==> src/design/rqs_pkg.sv <==
// Shared types and constants for the ready queue scheduler.
// Used by the channel interfaces, the queue cell and the top level.
package rqs_pkg;

  localparam int QUEUE_DEPTH = 16;
  localparam int COUNT_BITS  = 10;
  localparam int PID_W       = 8;
  localparam int SLICE_W     = 6;
  localparam int CNT_W       = $clog2(QUEUE_DEPTH + 1);
  localparam int IDX_W       = 2;

  localparam logic [SLICE_W-1:0] TIME_SLICE_RESET = SLICE_W'(2);
  localparam logic [SLICE_W-1:0] BUDGET_AGING     = SLICE_W'(1);
  localparam logic [SLICE_W-1:0] BUDGET_RUN       = '0;

  typedef enum logic [1:0] {
    ACT_ADMIT      = 2'd0,
    ACT_DISPATCH   = 2'd1,
    ACT_RETURN     = 2'd2,
    ACT_ADMIT_HEAD = 2'd3
  } action_t;

  typedef enum logic [1:0] {
    POL_FCFS  = 2'd0,
    POL_SJF   = 2'd1,
    POL_AGING = 2'd2,
    POL_RR    = 2'd3
  } policy_t;

  typedef enum logic [1:0] {
    ST_OK       = 2'd0,
    ST_EMPTY    = 2'd1,
    ST_FULL     = 2'd2,
    ST_FINISHED = 2'd3
  } status_t;

  localparam logic [IDX_W-1:0] REG_POLICY     = IDX_W'(0);
  localparam logic [IDX_W-1:0] REG_TIME_SLICE = IDX_W'(1);

  typedef enum logic [1:0] {
    CELL_HOLD = 2'd0,
    CELL_AGE  = 2'd1,
    CELL_PUSH = 2'd2,
    CELL_POP  = 2'd3
  } cell_op_t;

  // Which entries an insert passes over.
  typedef enum logic [1:0] {
    KEY_NONE  = 2'd0,   // passes nothing: head
    KEY_ALL   = 2'd1,   // passes every valid entry: tail
    KEY_LEN   = 2'd2,   // passes length <= key
    KEY_SCORE = 2'd3    // passes score <= key
  } key_sel_t;

  typedef struct packed {
    logic [PID_W-1:0]      pid;
    logic [COUNT_BITS-1:0] length;
    logic [COUNT_BITS-1:0] pc;
    logic [COUNT_BITS-1:0] score;
  } entry_t;

  typedef struct packed {
    logic   valid;
    entry_t data;
  } cell_link_t;

  typedef struct packed {
    cell_op_t              op;
    key_sel_t              key_sel;
    logic [COUNT_BITS-1:0] key;
  } cell_ctrl_t;

  typedef struct packed {
    action_t               action;
    entry_t                data;
    logic                  fault;
  } req_t;

  typedef struct packed {
    status_t               status;
    entry_t                data;
    logic [SLICE_W-1:0]    budget;
    logic [CNT_W-1:0]      occupancy;
  } res_t;

endpackage

==> src/design/rqs_in_if.sv <==
// Request channel: valid/ready handshake with one scheduling request.
// Depends on rqs_pkg.
interface rqs_in_if import rqs_pkg::*; ();
  logic                  valid;
  logic                  ready;
  logic [1:0]            action;
  logic [PID_W-1:0]      pid;
  logic [COUNT_BITS-1:0] length;
  logic [COUNT_BITS-1:0] pc;
  logic [COUNT_BITS-1:0] score;
  logic                  fault;

  modport source (output valid, action, pid, length, pc, score, fault, input ready);
  modport sink   (input valid, action, pid, length, pc, score, fault, output ready);
endinterface

==> src/design/rqs_out_if.sv <==
// Result channel: valid/ready handshake with one scheduling result.
// Depends on rqs_pkg.
interface rqs_out_if import rqs_pkg::*; ();
  logic                  valid;
  logic                  ready;
  logic [1:0]            status;
  logic [PID_W-1:0]      out_pid;
  logic [COUNT_BITS-1:0] out_length;
  logic [COUNT_BITS-1:0] out_pc;
  logic [COUNT_BITS-1:0] out_score;
  logic [SLICE_W-1:0]    slice_budget;
  logic [CNT_W-1:0]      occupancy;

  modport source (output valid, status, out_pid, out_length, out_pc, out_score,
                  slice_budget, occupancy, input ready);
  modport sink   (input valid, status, out_pid, out_length, out_pc, out_score,
                  slice_budget, occupancy, output ready);
endinterface

==> src/design/rqs_cfg_if.sv <==
// Configuration write channel: register index and write data.
// Depends on rqs_pkg.
interface rqs_cfg_if import rqs_pkg::*; ();
  logic               valid;
  logic               ready;
  logic [IDX_W-1:0]   index;
  logic [SLICE_W-1:0] data;

  modport source (output valid, index, data, input ready);
  modport sink   (input valid, index, data, output ready);
endinterface

==> src/design/ready_queue_scheduler_with_aging.sv <==
// Ready queue scheduler with aging: control FSM, registers and the cell row.
// Depends on rqs_pkg, rqs_in_if, rqs_out_if, rqs_cfg_if and rqs_cell.
//
//  channel | dir | handshake    | payload
//  in_ch   | in  | valid/ready  | action, pid, length, pc, score, fault
//  out_ch  | out | valid/ready  | status, out_pid, out_length, out_pc, out_score,
//          |     |              | slice_budget, occupancy
//  cfg     | in  | valid/ready  | index, data (ready always high)
//
// Admit, dispatch and non-aging returns go from the transfer straight to one
// shift pass through the cell row. An aging return goes through the transfer, an
// aging pass, a lower-score scan along the row, then the insert pass.
// Reset clears the queue count, the cell valid bits and the registers.
// The result sits in an output register; a new request is taken while it
// waits, and the insert pass holds until that register is free.
module ready_queue_scheduler_with_aging import rqs_pkg::*; (
  input  logic      clk,
  input  logic      rst,
  rqs_in_if.sink    in_ch,
  rqs_out_if.source out_ch,
  rqs_cfg_if.sink   cfg
);

  typedef enum logic [3:0] {
    S_IDLE  = 4'b0001,
    S_AGE   = 4'b0010,
    S_SCAN  = 4'b0100,
    S_APPLY = 4'b1000
  } state_t;

  state_t             state, state_next;
  policy_t            policy;
  logic [SLICE_W-1:0] time_slice;
  logic [CNT_W-1:0]   count, count_next;
  req_t               req;
  logic               lower;
  logic               out_valid;
  res_t               res, res_next;
  cell_ctrl_t         ctrl;
  logic               apply_go;

  cell_link_t             links [QUEUE_DEPTH];
  logic [QUEUE_DEPTH:0]   pass_chain;
  logic [QUEUE_DEPTH:0]   lower_chain;
  logic [QUEUE_DEPTH-1:0] valid_vec;

  logic in_fire, full, aging, finished, in_aging_ret;

  assign in_ch.ready = (state == S_IDLE);
  assign in_fire     = in_ch.valid && in_ch.ready;
  assign cfg.ready   = 1'b1;
  assign full        = (count >= CNT_W'(QUEUE_DEPTH));
  assign aging       = (policy == POL_AGING);
  assign finished    = (req.data.pc >= req.data.length);

  // aging pass needed for a return under aging without fault, unless it is
  // dropped on a full queue
  assign in_aging_ret = (action_t'(in_ch.action) == ACT_RETURN) && (policy == POL_AGING)
                     && !in_ch.fault
                     && ((in_ch.pc >= in_ch.length) || (count < CNT_W'(QUEUE_DEPTH)));

  // ---- cell row ----
  assign pass_chain[0]  = 1'b1;
  assign lower_chain[0] = 1'b0;

  genvar g;
  generate
    for (g = 0; g < QUEUE_DEPTH; g++) begin : g_cell
      cell_link_t left_link, right_link;
      if (g == 0) begin : g_head
        assign left_link = '0;
      end else begin : g_mid_l
        assign left_link = links[g-1];
      end
      if (g == QUEUE_DEPTH - 1) begin : g_tail
        assign right_link = '0;
      end else begin : g_mid_r
        assign right_link = links[g+1];
      end
      rqs_cell u_cell (
        .clk       (clk),
        .rst       (rst),
        .ctrl      (ctrl),
        .new_entry (req.data),
        .left      (left_link),
        .right     (right_link),
        .pass_in   (pass_chain[g]),
        .lower_in  (lower_chain[g]),
        .pass_out  (pass_chain[g+1]),
        .lower_out (lower_chain[g+1]),
        .cur       (links[g])
      );
      assign valid_vec[g] = links[g].valid;
    end
  endgenerate

  // ---- control ----
  assign apply_go = !out_valid || out_ch.ready;

  always_comb begin
    state_next = state;
    count_next = count;
    ctrl       = '{op: CELL_HOLD, key_sel: KEY_NONE, key: req.data.score};
    res_next   = '0;
    res_next.status = ST_OK;
    unique case (state)
      S_IDLE: begin
        if (in_fire) state_next = in_aging_ret ? S_AGE : S_APPLY;
      end
      S_AGE: begin
        ctrl.op    = CELL_AGE;
        state_next = S_SCAN;
      end
      S_SCAN: begin
        state_next = S_APPLY;
      end
      S_APPLY: begin
        unique case (req.action)
          ACT_DISPATCH: begin
            if (count == '0) begin
              res_next.status = ST_EMPTY;
            end else begin
              ctrl.op       = CELL_POP;
              res_next.data = links[0].data;
              count_next    = count - CNT_W'(1);
              case (policy)
                POL_AGING: res_next.budget = BUDGET_AGING;
                POL_RR:    res_next.budget = time_slice;
                default:   res_next.budget = BUDGET_RUN;
              endcase
            end
          end
          ACT_ADMIT, ACT_ADMIT_HEAD: begin
            if (full) begin
              res_next.status = ST_FULL;
            end else begin
              ctrl.op    = CELL_PUSH;
              count_next = count + CNT_W'(1);
              if (req.action == ACT_ADMIT_HEAD) begin
                ctrl.key_sel = KEY_NONE;
              end else begin
                case (policy)
                  POL_SJF: begin
                    ctrl.key_sel = KEY_LEN;
                    ctrl.key     = req.data.length;
                  end
                  POL_AGING: ctrl.key_sel = KEY_SCORE;
                  default:   ctrl.key_sel = KEY_ALL;
                endcase
              end
            end
          end
          ACT_RETURN: begin
            if (finished) begin
              res_next.status = ST_FINISHED;
            end else if (full) begin
              res_next.status = ST_FULL;
            end else begin
              ctrl.op    = CELL_PUSH;
              count_next = count + CNT_W'(1);
              if (!aging)         ctrl.key_sel = KEY_ALL;
              else if (req.fault) ctrl.key_sel = KEY_SCORE;
              else                ctrl.key_sel = lower ? KEY_SCORE : KEY_NONE;
            end
          end
          default: ;
        endcase
        res_next.occupancy = count_next;
        if (!apply_go) begin
          ctrl.op    = CELL_HOLD;
          count_next = count;
        end else begin
          state_next = S_IDLE;
        end
      end
      default: state_next = S_IDLE;
    endcase
  end

  always_ff @(posedge clk) begin
    if (rst) begin
      state      <= S_IDLE;
      count      <= '0;
      out_valid  <= 1'b0;
      policy     <= POL_FCFS;
      time_slice <= TIME_SLICE_RESET;
    end else begin
      state <= state_next;
      count <= count_next;
      if (state == S_APPLY && apply_go) out_valid <= 1'b1;
      else if (out_ch.ready) out_valid <= 1'b0;
      if (cfg.valid) begin
        case (cfg.index)
          REG_POLICY:     policy     <= policy_t'(cfg.data[1:0]);
          REG_TIME_SLICE: time_slice <= cfg.data;
          default: ;
        endcase
      end
    end
  end

  always_ff @(posedge clk) begin
    if (in_fire) begin
      req.action      <= action_t'(in_ch.action);
      req.data.pid    <= in_ch.pid;
      req.data.length <= in_ch.length;
      req.data.pc     <= in_ch.pc;
      req.data.score  <= in_ch.score;
      req.fault       <= in_ch.fault;
    end
    if (state == S_SCAN) lower <= lower_chain[QUEUE_DEPTH];
    if (state == S_APPLY && apply_go) res <= res_next;
  end

  assign out_ch.valid        = out_valid;
  assign out_ch.status       = res.status;
  assign out_ch.out_pid      = res.data.pid;
  assign out_ch.out_length   = res.data.length;
  assign out_ch.out_pc       = res.data.pc;
  assign out_ch.out_score    = res.data.score;
  assign out_ch.slice_budget = res.budget;
  assign out_ch.occupancy    = res.occupancy;

  // ---- checks ----
  a_count_bound: assert property (@(posedge clk) disable iff (rst)
    count <= CNT_W'(QUEUE_DEPTH))
    else $error("queue count above depth");

  a_valid_matches_count: assert property (@(posedge clk) disable iff (rst)
    $countones(valid_vec) == int'(count))
    else $error("cell valid bits disagree with count");

  a_valid_prefix: assert property (@(posedge clk) disable iff (rst)
    !valid_vec[0] |-> (count == '0))
    else $error("queue head empty with entries counted");

  a_result_occupancy: assert property (@(posedge clk) disable iff (rst)
    out_valid |-> (res.occupancy == count))
    else $error("pending result occupancy out of step with queue");

endmodule

==> src/design/rqs_cell.sv <==
// One slot of the ready queue: holds an entry, shifts toward either neighbor,
// ages its score and takes part in the insert-position and lower-score chains.
// Depends on rqs_pkg.
module rqs_cell import rqs_pkg::*; (
  input  logic       clk,
  input  logic       rst,
  input  cell_ctrl_t ctrl,
  input  entry_t     new_entry,
  input  cell_link_t left,
  input  cell_link_t right,
  input  logic       pass_in,
  input  logic       lower_in,
  output logic       pass_out,
  output logic       lower_out,
  output cell_link_t cur
);

  logic   valid;
  entry_t data;
  logic   pass_here;
  logic   take_new;
  logic   take_left;

  always_comb begin
    case (ctrl.key_sel)
      KEY_NONE:  pass_here = 1'b0;
      KEY_ALL:   pass_here = valid;
      KEY_LEN:   pass_here = valid && (data.length <= ctrl.key);
      KEY_SCORE: pass_here = valid && (data.score <= ctrl.key);
      default:   pass_here = 1'b0;
    endcase
  end

  // pass_in high: every cell ahead was passed over
  assign pass_out  = pass_in && pass_here;
  assign lower_out = lower_in || (valid && (data.score < ctrl.key));
  assign take_new  = pass_in && !pass_here;
  assign take_left = !pass_in;
  assign cur       = '{valid: valid, data: data};

  always_ff @(posedge clk) begin
    if (rst) begin
      valid <= 1'b0;
    end else begin
      case (ctrl.op)
        CELL_PUSH: begin
          if (take_new) valid <= 1'b1;
          else if (take_left) valid <= left.valid;
        end
        CELL_POP: valid <= right.valid;
        default:  valid <= valid;
      endcase
    end
  end

  always_ff @(posedge clk) begin
    case (ctrl.op)
      CELL_AGE: begin
        if (data.score != '0) data.score <= data.score - COUNT_BITS'(1);
      end
      CELL_PUSH: begin
        if (take_new) data <= new_entry;
        else if (take_left) data <= left.data;
      end
      CELL_POP: data <= right.data;
      default:  data <= data;
    endcase
  end

endmodule

==> src/flat_wrapper.sv <==
// flat-port wrapper written by rule: the top's interface ports become plain ports
module ready_queue_scheduler_with_aging_flat import rqs_pkg::*;
  (clk, rst, in_ch_valid, in_ch_action, in_ch_pid, in_ch_length, in_ch_pc, in_ch_score, in_ch_fault, in_ch_ready, out_ch_valid, out_ch_status, out_ch_out_pid, out_ch_out_length, out_ch_out_pc, out_ch_out_score, out_ch_slice_budget, out_ch_occupancy, out_ch_ready, cfg_valid, cfg_index, cfg_data, cfg_ready);
  rqs_in_if in_ch_i ();
  rqs_out_if out_ch_i ();
  rqs_cfg_if cfg_i ();
  input  logic clk;
  input  logic rst;
  input wire logic [$bits(in_ch_i.valid)-1:0] in_ch_valid;
  input wire logic [$bits(in_ch_i.action)-1:0] in_ch_action;
  input wire logic [$bits(in_ch_i.pid)-1:0] in_ch_pid;
  input wire logic [$bits(in_ch_i.length)-1:0] in_ch_length;
  input wire logic [$bits(in_ch_i.pc)-1:0] in_ch_pc;
  input wire logic [$bits(in_ch_i.score)-1:0] in_ch_score;
  input wire logic [$bits(in_ch_i.fault)-1:0] in_ch_fault;
  output wire logic [$bits(in_ch_i.ready)-1:0] in_ch_ready;
  output wire logic [$bits(out_ch_i.valid)-1:0] out_ch_valid;
  output wire logic [$bits(out_ch_i.status)-1:0] out_ch_status;
  output wire logic [$bits(out_ch_i.out_pid)-1:0] out_ch_out_pid;
  output wire logic [$bits(out_ch_i.out_length)-1:0] out_ch_out_length;
  output wire logic [$bits(out_ch_i.out_pc)-1:0] out_ch_out_pc;
  output wire logic [$bits(out_ch_i.out_score)-1:0] out_ch_out_score;
  output wire logic [$bits(out_ch_i.slice_budget)-1:0] out_ch_slice_budget;
  output wire logic [$bits(out_ch_i.occupancy)-1:0] out_ch_occupancy;
  input wire logic [$bits(out_ch_i.ready)-1:0] out_ch_ready;
  input wire logic [$bits(cfg_i.valid)-1:0] cfg_valid;
  input wire logic [$bits(cfg_i.index)-1:0] cfg_index;
  input wire logic [$bits(cfg_i.data)-1:0] cfg_data;
  output wire logic [$bits(cfg_i.ready)-1:0] cfg_ready;
  assign in_ch_i.valid = in_ch_valid;
  assign in_ch_i.action = in_ch_action;
  assign in_ch_i.pid = in_ch_pid;
  assign in_ch_i.length = in_ch_length;
  assign in_ch_i.pc = in_ch_pc;
  assign in_ch_i.score = in_ch_score;
  assign in_ch_i.fault = in_ch_fault;
  assign in_ch_ready = in_ch_i.ready;
  assign out_ch_valid = out_ch_i.valid;
  assign out_ch_status = out_ch_i.status;
  assign out_ch_out_pid = out_ch_i.out_pid;
  assign out_ch_out_length = out_ch_i.out_length;
  assign out_ch_out_pc = out_ch_i.out_pc;
  assign out_ch_out_score = out_ch_i.out_score;
  assign out_ch_slice_budget = out_ch_i.slice_budget;
  assign out_ch_occupancy = out_ch_i.occupancy;
  assign out_ch_i.ready = out_ch_ready;
  assign cfg_i.valid = cfg_valid;
  assign cfg_i.index = cfg_index;
  assign cfg_i.data = cfg_data;
  assign cfg_ready = cfg_i.ready;
  ready_queue_scheduler_with_aging u_core (.clk(clk), .rst(rst), .in_ch(in_ch_i), .out_ch(out_ch_i), .cfg(cfg_i));
endmodule
==> config.mk <==
export PLATFORM = sky130hd
export DESIGN_NAME = ready_queue_scheduler_with_aging_flat
export DESIGN_NICKNAME = d
export VERILOG_FILES = /design/src/design/rqs_pkg.sv /design/src/design/rqs_in_if.sv /design/src/design/rqs_out_if.sv /design/src/design/rqs_cfg_if.sv /design/src/design/ready_queue_scheduler_with_aging.sv /design/src/design/rqs_cell.sv /design/src/flat_wrapper.sv
export SDC_FILE = /design/constraint.sdc
export NUM_CORES = 2
export LEC_CHECK = 0
export ABC_AREA = 1
export BUFFER_PORTS_ARGS = -buffer_cell sky130_fd_sc_hd__buf_4
export CORE_UTILIZATION = 35
export DETAILED_ROUTE_END_ITERATION = 6
export PLACE_DENSITY_LB_ADDON = 0.15
export SYNTH_ARGS = -nofsm -noshare
export SYNTH_HDL_FRONTEND = slang
export SYNTH_SLANG_ARGS = --single-unit
==> constraint.sdc <==
create_clock -name clk -period 12.1 [get_ports clk]
set_input_delay 0.605 -clock clk [delete_from_list [all_inputs] [get_ports clk]]
set_output_delay 0.605 -clock clk [all_outputs]
set_load 0.02 [all_outputs]
### Yosys cells after proc, flatten, opt, wreduce, memory -nomap -nowiden

Cells that the tools add are included.

| cells by class | value |
|---|---|
| bitwise operators | 2 |
| muxes and demuxes | 174 |
| equal/unequal tests | 52 |
| $lt $le $gt $ge | 52 |
| reduce and logical (&&, ||, !) cells | 177 |
| add/subtract/negate cells | 18 |

Operator list:

| kind | count |
|---|---|
| $mux 38 | 31 |
| $pmux 28 s2 | 16 |
| $pmux 10 s3 | 16 |
| $le 10x10->1 | 32 |
| $mux 10 | 19 |
| $lt 10x10->1 | 16 |
| $reduce_bool 10->1 | 16 |
| $sub 10x1->10 const B | 16 |
| $logic_and 1x1->1 | 82 |
| $pmux 1 s4 | 16 |
| $reduce_and 3->1 | 16 |
| $ne 3x3->1 const B | 15 |
| $reduce_and 2->1 | 20 |
| $ne 2x2->1 const B | 18 |
| $mux 1 | 34 |
| $pmux 1 s2 | 16 |
| $ge 10x10->1 | 2 |
| $mux 4 | 5 |
| $eq 2x2->1 const B | 9 |
| $logic_not 1->1 | 17 |
| $logic_or 1x1->1 | 17 |
| $mux 2 | 8 |
| $pmux 4 s4 | 1 |
| $mux 5 | 3 |
| 23 further kinds | 34 |

| storage, ports and cells | value |
|---|---|
| input bits | 54 |
| register bits after elaboration | 735 |

### Longest topological paths before layout

| logic depth | value |
|---|---|
| depth after elaboration | 27 |
| mapped depth | 34 |
| gate-level depth less buffers | 31 |

### Hierarchy

A second synthesis with hierarchy kept.

| unflattened totals | value |
|---|---|
| cells, all modules | 7,330 |
| area total of the unflattened synthesis | 53,832.9 um^2 |

By module, submodules not included:

| module | times used | area an instance (um^2) | cells an instance |
|---|---|---|---|
| rqs_cell (u_core.g_cell[0].u_cell ...) | 10 | 3,079.2 | 438 |
| rqs_cell (u_core.g_cell[5].u_cell ...) | 3 | 3,012.9 | 410 |
| ready_queue_scheduler_with_aging | 1 | 5,037.3 | 488 |
| rqs_cell (u_core.g_cell[9].u_cell) | 1 | 3,029.2 | 421 |
| rqs_cell (u_core.g_cell[12].u_cell) | 1 | 2,980.4 | 410 |
| rqs_cell (u_core.g_cell[8].u_cell) | 1 | 2,955.3 | 401 |

### Worst setup path after synthesis

Ideal clock, no wire load.

| path | value |
|---|---|
| path kind | flip-flop to flip-flop |
| from | reg u_core.req[39] (netlist name) |
| to | reg u_core.g_cell[12].u_cell.data, in the netlist u_core.g_cell[12].u_cell.cur[0] (enable) |
| period minus slack after synthesis | 6.965 ns |
| data arrival time | 6.626 ns |
| buffers on the path | 1 |
| stages on the path, launching flop included | 26 |
| path slack | 5.135 ns |
| path through | edfxtp_1 > inv_1 > ha_1 > nand2_1 > nor2_1 > nand3_1 > clkbuf_1 > o21ai_0 > ha_1 > nand4_1 > or2_2 > inv_1 > o21ai_0 > nand2_1 > nor2_1 > a31oi_1 > nand2_1 > nand3_1 > nor3_4 > nand4_2 > nor2_4 > nand4_2 > nor2_2 > nor2_1 > inv_1 > nand2_1 |

| on the way | value |
|---|---|
| word-level cells in the longest chain between the ends | 22 |

Ends and longest elaborated chain:

| item | line | RTL |
|---|---|---|
| from (decl) | ready_queue_scheduler_with_aging.sv:35 | `req_t req;` |
| $eq 2x2->1 | ready_queue_scheduler_with_aging.sv:118, ready_queue_scheduler_with_aging.sv:139 |  |
| $mux 10 | ready_queue_scheduler_with_aging.sv:139 | `if (req.action == ACT_ADMIT_HEAD) begin` |
| $mux 14 | ready_queue_scheduler_with_aging.sv:134 | `if (full) begin` |
| $mux 10 | ready_queue_scheduler_with_aging.sv:118 | `unique case (req.action)` |
| $mux 12 | ready_queue_scheduler_with_aging.sv:106 | `unique case (state)` |
| $le 10x10->1, on equally long branches | rqs_cell.sv:29, rqs_cell.sv:28 |  |
| $logic_and 1x1->1, on equally long branches | rqs_cell.sv:29, rqs_cell.sv:28 |  |
| $pmux 1 s4 | rqs_cell.sv:25 | `case (ctrl.key_sel)` |
| $logic_and 1x1->1 (11 in series) | rqs_cell.sv:35 | `assign pass_out = pass_in && pass_here;` |
| $logic_and 1x1->1 | rqs_cell.sv:37 | `assign take_new = pass_in && !pass_here;` |
| $ne 3x3->1 (no line) | -- |  |
| $reduce_and 3->1 (no line) (*) | -- |  |
| to (signal assigned) | rqs_cell.sv:62 | `if (take_new) data <= new_entry;` |
| to (signal assigned) | rqs_cell.sv:63 | `else if (take_left) data <= left.data;` |
| to (signal assigned) | rqs_cell.sv:65 | `CELL_POP: data <= right.data;` |
| to (decl) | rqs_cell.sv:19 | `entry_t data;` |

Every way passes the cells marked *; elsewhere a longest branch is shown, timed or not.
A chain may end at the register's enable or synchronous reset.

### Final worst setup path

| path | value |
|---|---|
| from | reg u_core.req[39] (netlist name) |
| to | reg u_core.g_cell[14].u_cell.data, in the netlist u_core.g_cell[14].u_cell.cur[6], data pin |

| on the way | value |
|---|---|
| word-level cells in the longest chain between the ends | 24 |

Ends and longest elaborated chain:

| item | line | RTL |
|---|---|---|
| $eq 2x2->1 | ready_queue_scheduler_with_aging.sv:118, ready_queue_scheduler_with_aging.sv:139 |  |
| $mux 10 | ready_queue_scheduler_with_aging.sv:139 |  |
| $mux 14 | ready_queue_scheduler_with_aging.sv:134 |  |
| $mux 10 | ready_queue_scheduler_with_aging.sv:118 |  |
| $mux 12 | ready_queue_scheduler_with_aging.sv:106 |  |
| $le 10x10->1, on equally long branches | rqs_cell.sv:29, rqs_cell.sv:28 |  |
| $logic_and 1x1->1, on equally long branches | rqs_cell.sv:29, rqs_cell.sv:28 |  |
| $pmux 1 s4 | rqs_cell.sv:25 |  |
| $logic_and 1x1->1 (13 in series) | rqs_cell.sv:35 |  |
| $logic_and 1x1->1 | rqs_cell.sv:37 |  |
| $mux 38 | rqs_cell.sv:62 |  |
| $pmux 10 s3 (*) | rqs_cell.sv:57 | `case (ctrl.op)` |
| to (signal assigned) | rqs_cell.sv:62 |  |
| to (signal assigned) | rqs_cell.sv:63 |  |
| to (signal assigned) | rqs_cell.sv:65 |  |
| to (decl) | rqs_cell.sv:19 |  |

Marks and branches as above.

==> impl_metrics.env <==
export IMPL_outcome="completed"
export IMPL_io_buffer_count=106
export IMPL_fin_area_um2=52900
export IMPL_cp_startpoint="u_core.req[39]$_DFFE_PP_"
export IMPL_r2r_cells=30
export IMPL_layout_drive_gt1_share_pct=7.21
export IMPL_dpl_cell_area_um2=50000
export IMPL_start_kind="flip-flop"
export IMPL_syn_nets=5993
export IMPL_syn_to_final_growth_pct=11.5
export IMPL_cts_repair_resized=0
export IMPL_min_path_type="in2reg"
export IMPL_fp_dieW_um=370
export IMPL_worst_pin_slew_ns=1.46
export IMPL_regArea_um2=21700
export IMPL_grt_setup_unrepaired="false"
export IMPL_whs_ns=0.0577
export IMPL_finalHoldViolations=0
export IMPL_power_frac_seq_pct=46.0
export IMPL_synthTopCellsByArea="edfxtp_1 (44%), o21ai_0 (9.8%), ha_1 (9.6%)"
export IMPL_fin_worst_skew_ns=0.0612
export IMPL_p_int_mw=4.60
export IMPL_arrival_ns=8.22
export IMPL_fmax_mhz=131
export IMPL_grtUsageTotal_pct=25.9
export IMPL_synth_area_leader_cell="edfxtp_1"
export IMPL_fp_dieH_um=370
export IMPL_finalSetupTns_ns=0
export IMPL_grt_pass1_vias=38700
export IMPL_cts_root_buf="clkbuf_16"
export IMPL_cts_sinks=735
export IMPL_synth_most_common_cell="o21ai_0"
export IMPL_layout_setup_ws_ns=4.47
export IMPL_ant_nets=0
export IMPL_maxCapViolations=0
export IMPL_cts_inserted_buffers=90
export IMPL_yosysTopAreaCellShare_pct=44.4
export IMPL_routed_wl_um=180000
export IMPL_fill_cells=13600
export IMPL_syn_area_um2=47400
export IMPL_cts_buffer_depth=3
export IMPL_setup_viol=0
export IMPL_finalWeightedCongestion=0.920
export IMPL_syn_inst=5574
export IMPL_grt_pass1_wl_um=266000
export IMPL_critical_path_top_delay_family="simple AND/OR/NAND/NOR gates"
export IMPL_p_sw_mw=1.86
export IMPL_cts_tree="built"
export IMPL_setup_worst_path_end_class="flip-flop"
export IMPL_yosysSeqAreaShare_pct=45.8
export IMPL_p_per_area_nw_per_um2=122
export IMPL_multiInputGateArea_um2=21700
export IMPL_firstDrtPassIters=6
export IMPL_synth_avg_cell_area_um2=8.50
export IMPL_layout_min_cycle_time_ns=7.63
export IMPL_core_area_um2=134000
export IMPL_drt_iter0_drc=5022
export IMPL_antenna_found_initial=10
export IMPL_postCtsSetupBuffers=0
export IMPL_clkPwrFrac_pct=41.2
export IMPL_p_leak_nw=21.6
export IMPL_vias=41600
export IMPL_rows=134
export IMPL_synth_seq_cells=735
export IMPL_finish_utilization_pct=39.5
export IMPL_slew_headroom_pct=2.63
export IMPL_ys_types=64
export IMPL_worstSetupPathDepth=30
export IMPL_reg2reg_slack_ns=4.47
export IMPL_htreeDepth=3
export IMPL_ys_warn_count=0
export IMPL_synth_edf_count=701
export IMPL_clkLatencyLatePin_ns=0.74
export IMPL_via_per_inst=5.64
export IMPL_r2r_start="u_core.req[39]$_DFFE_PP_"
export IMPL_cp_required_ns=12.69
export IMPL_r2r_end="u_core.g_cell[14].u_cell.cur[6]$_DFFE_PP_"
export IMPL_slowest_delay_ns=0.74
export IMPL_ys_async_sr_fraction_pct=0
export IMPL_cts_hold_buf=0
export IMPL_dieArea_um2=137000
export IMPL_initial_core_util_pct=35.4
export IMPL_swShare_pct=28.8
export IMPL_netlist_top_cells_count="o21ai_0 (925), inv_1 (778), nand2_1 (736)"
export IMPL_dpl_hpwl_um=122000
export IMPL_path_common_cell="nand3_1"
export IMPL_slew_violations=0
export IMPL_vdd_ir_drop_max_uv=109
export IMPL_post_place_ws_ns=4.64
export IMPL_crit_end="u_core.g_cell[14].u_cell.cur[6]$_DFFE_PP_"
export IMPL_comb_power_share_pct=12.9
export IMPL_path_max_fanout=39
export IMPL_path_clk_slew_ns=0.06
export IMPL_p_total_mw=6.47
export IMPL_stdcell_count=7377
export IMPL_remaining_drc_errors=0
export IMPL_ys_flop_type="edfxtp_1"
export IMPL_wl_per_cell_um=24.4
export IMPL_crit_type="reg2reg"
export IMPL_cp_num_buf_inv=7
export IMPL_fin_crit_sh_pct=63.1
export IMPL_critPathSlowestCell="o21ai_4"
export IMPL_grt_max_degree=247
export IMPL_io_pins=108
export IMPL_nets=5957
export IMPL_dp_cells=7214
export IMPL_gr_total_overflow=0
[sequential cells by signal, summed over array words and instances (netlist names)]
name / count
u_core.g_cell.u_cell.cur: 608
u_core.req: 41
u_core.g_cell.u_cell.valid: 16
u_core.out_ch.out_length: 10
u_core.out_ch.out_pc: 10
u_core.out_ch.out_score: 10
u_core.out_ch.out_pid: 8
u_core.out_ch.slice_budget: 6
u_core.time_slice: 6
u_core.count: 5
u_core.out_ch.occupancy: 5
u_core.state: 4
u_core.out_ch.status: 2
u_core.policy: 2
u_core.lower: 1
u_core.out_ch.valid: 1
[final cells by class]
class | count | area share, %
sequential | 735 | 41.1
multi-input combinational | 3731 | 41.0
inverter | 791 | 5.63
clock buffer | 115 | 4.53
tap | 1768 | 4.19
timing repair buffer | 189 | 2.71
clock inverter | 45 | 0.779
antenna | 3 | 0.0142
[layout by cell type (no fill, tap or decap), types with 16 or more instances in the layout]
cell type  count
clkbuf_1      20
dfxtp_1       34
buf_4        188
clkbuf_16     90
a211oi_1      16
nand4_1       46
inv_1        776
o211ai_1      99
o21ai_0      912
edfxtp_1     701
nor2_4        16
nor3_1        52
or2_2         17
nand2_1      729
a21oi_1      727
xor2_1        44
nor2_1       263
ha_1         365
clkinv_1      21
o221ai_1      52
nand3_1      192
[how the worst min path moves through the flow]
stage                                       from                           endpoint  slack (ns)  cells after the start
2_1_floorplan  u_core.time_slice[2]$_SDFFE_PP0P_  u_core.time_slice[2]$_SDFFE_PP0P_        0.43                      2
3_3_place_gp   u_core.time_slice[3]$_SDFFE_PP0P_  u_core.time_slice[3]$_SDFFE_PP0P_        0.44                      2
3_5_place_dp   u_core.time_slice[2]$_SDFFE_PP0P_  u_core.time_slice[2]$_SDFFE_PP0P_        0.45                      2
4_1_cts                          in_ch_length[2]           u_core.req[23]$_DFFE_PP_       0.006                      1
5_1_grt                             in_ch_pid[3]           u_core.req[34]$_DFFE_PP_        0.03                      1
6_report                         in_ch_length[6]           u_core.req[27]$_DFFE_PP_        0.06                      1
[power by group through the flow]
| stage | Sequential [mW] | Clock, mW | Combinational (mW) |
|---|---|---|---|
| floorplan | 2.98 | 0 | 0.491 |
| global placement | 3.02 | 0 | 0.809 |
| detailed placement | 3.02 | 0 | 0.820 |
| CTS | 2.97 | 2.71 | 0.824 |
| global route | 2.98 | 2.80 | 0.922 |
| finish | 2.97 | 2.66 | 0.831 |
[kinds of logic (layout without fill, tap and decap cells)]
family / count (synthesis) / count (layout) / share of synthesized area (%)
AO/OA/AOI/OAI: 1935 / 1935 / 22.1
AND/OR/NAND/NOR: 1374 / 1374 / 12.4
buffers and inverters: 1108 / 1140 / 8.96
flip-flops: 735 / 735 / 45.8
adder cells (fa/ha/maj): 365 / 365 / 9.63
XOR/XNOR: 56 / 56 / 1.03
other: 1 / 4 / 0.00791
[routing by layer]
| metal | wire [um] | track usage (%) |
|---|---|---|
| met1 | 85200 | 39.1 |
| met2 | 76500 | 38.2 |
| met3 | 15000 | 4.26 |
| met4 | 3510 | 6.24 |
| met5 | 0 | 0 |
(Power assumes the default switching activity.)
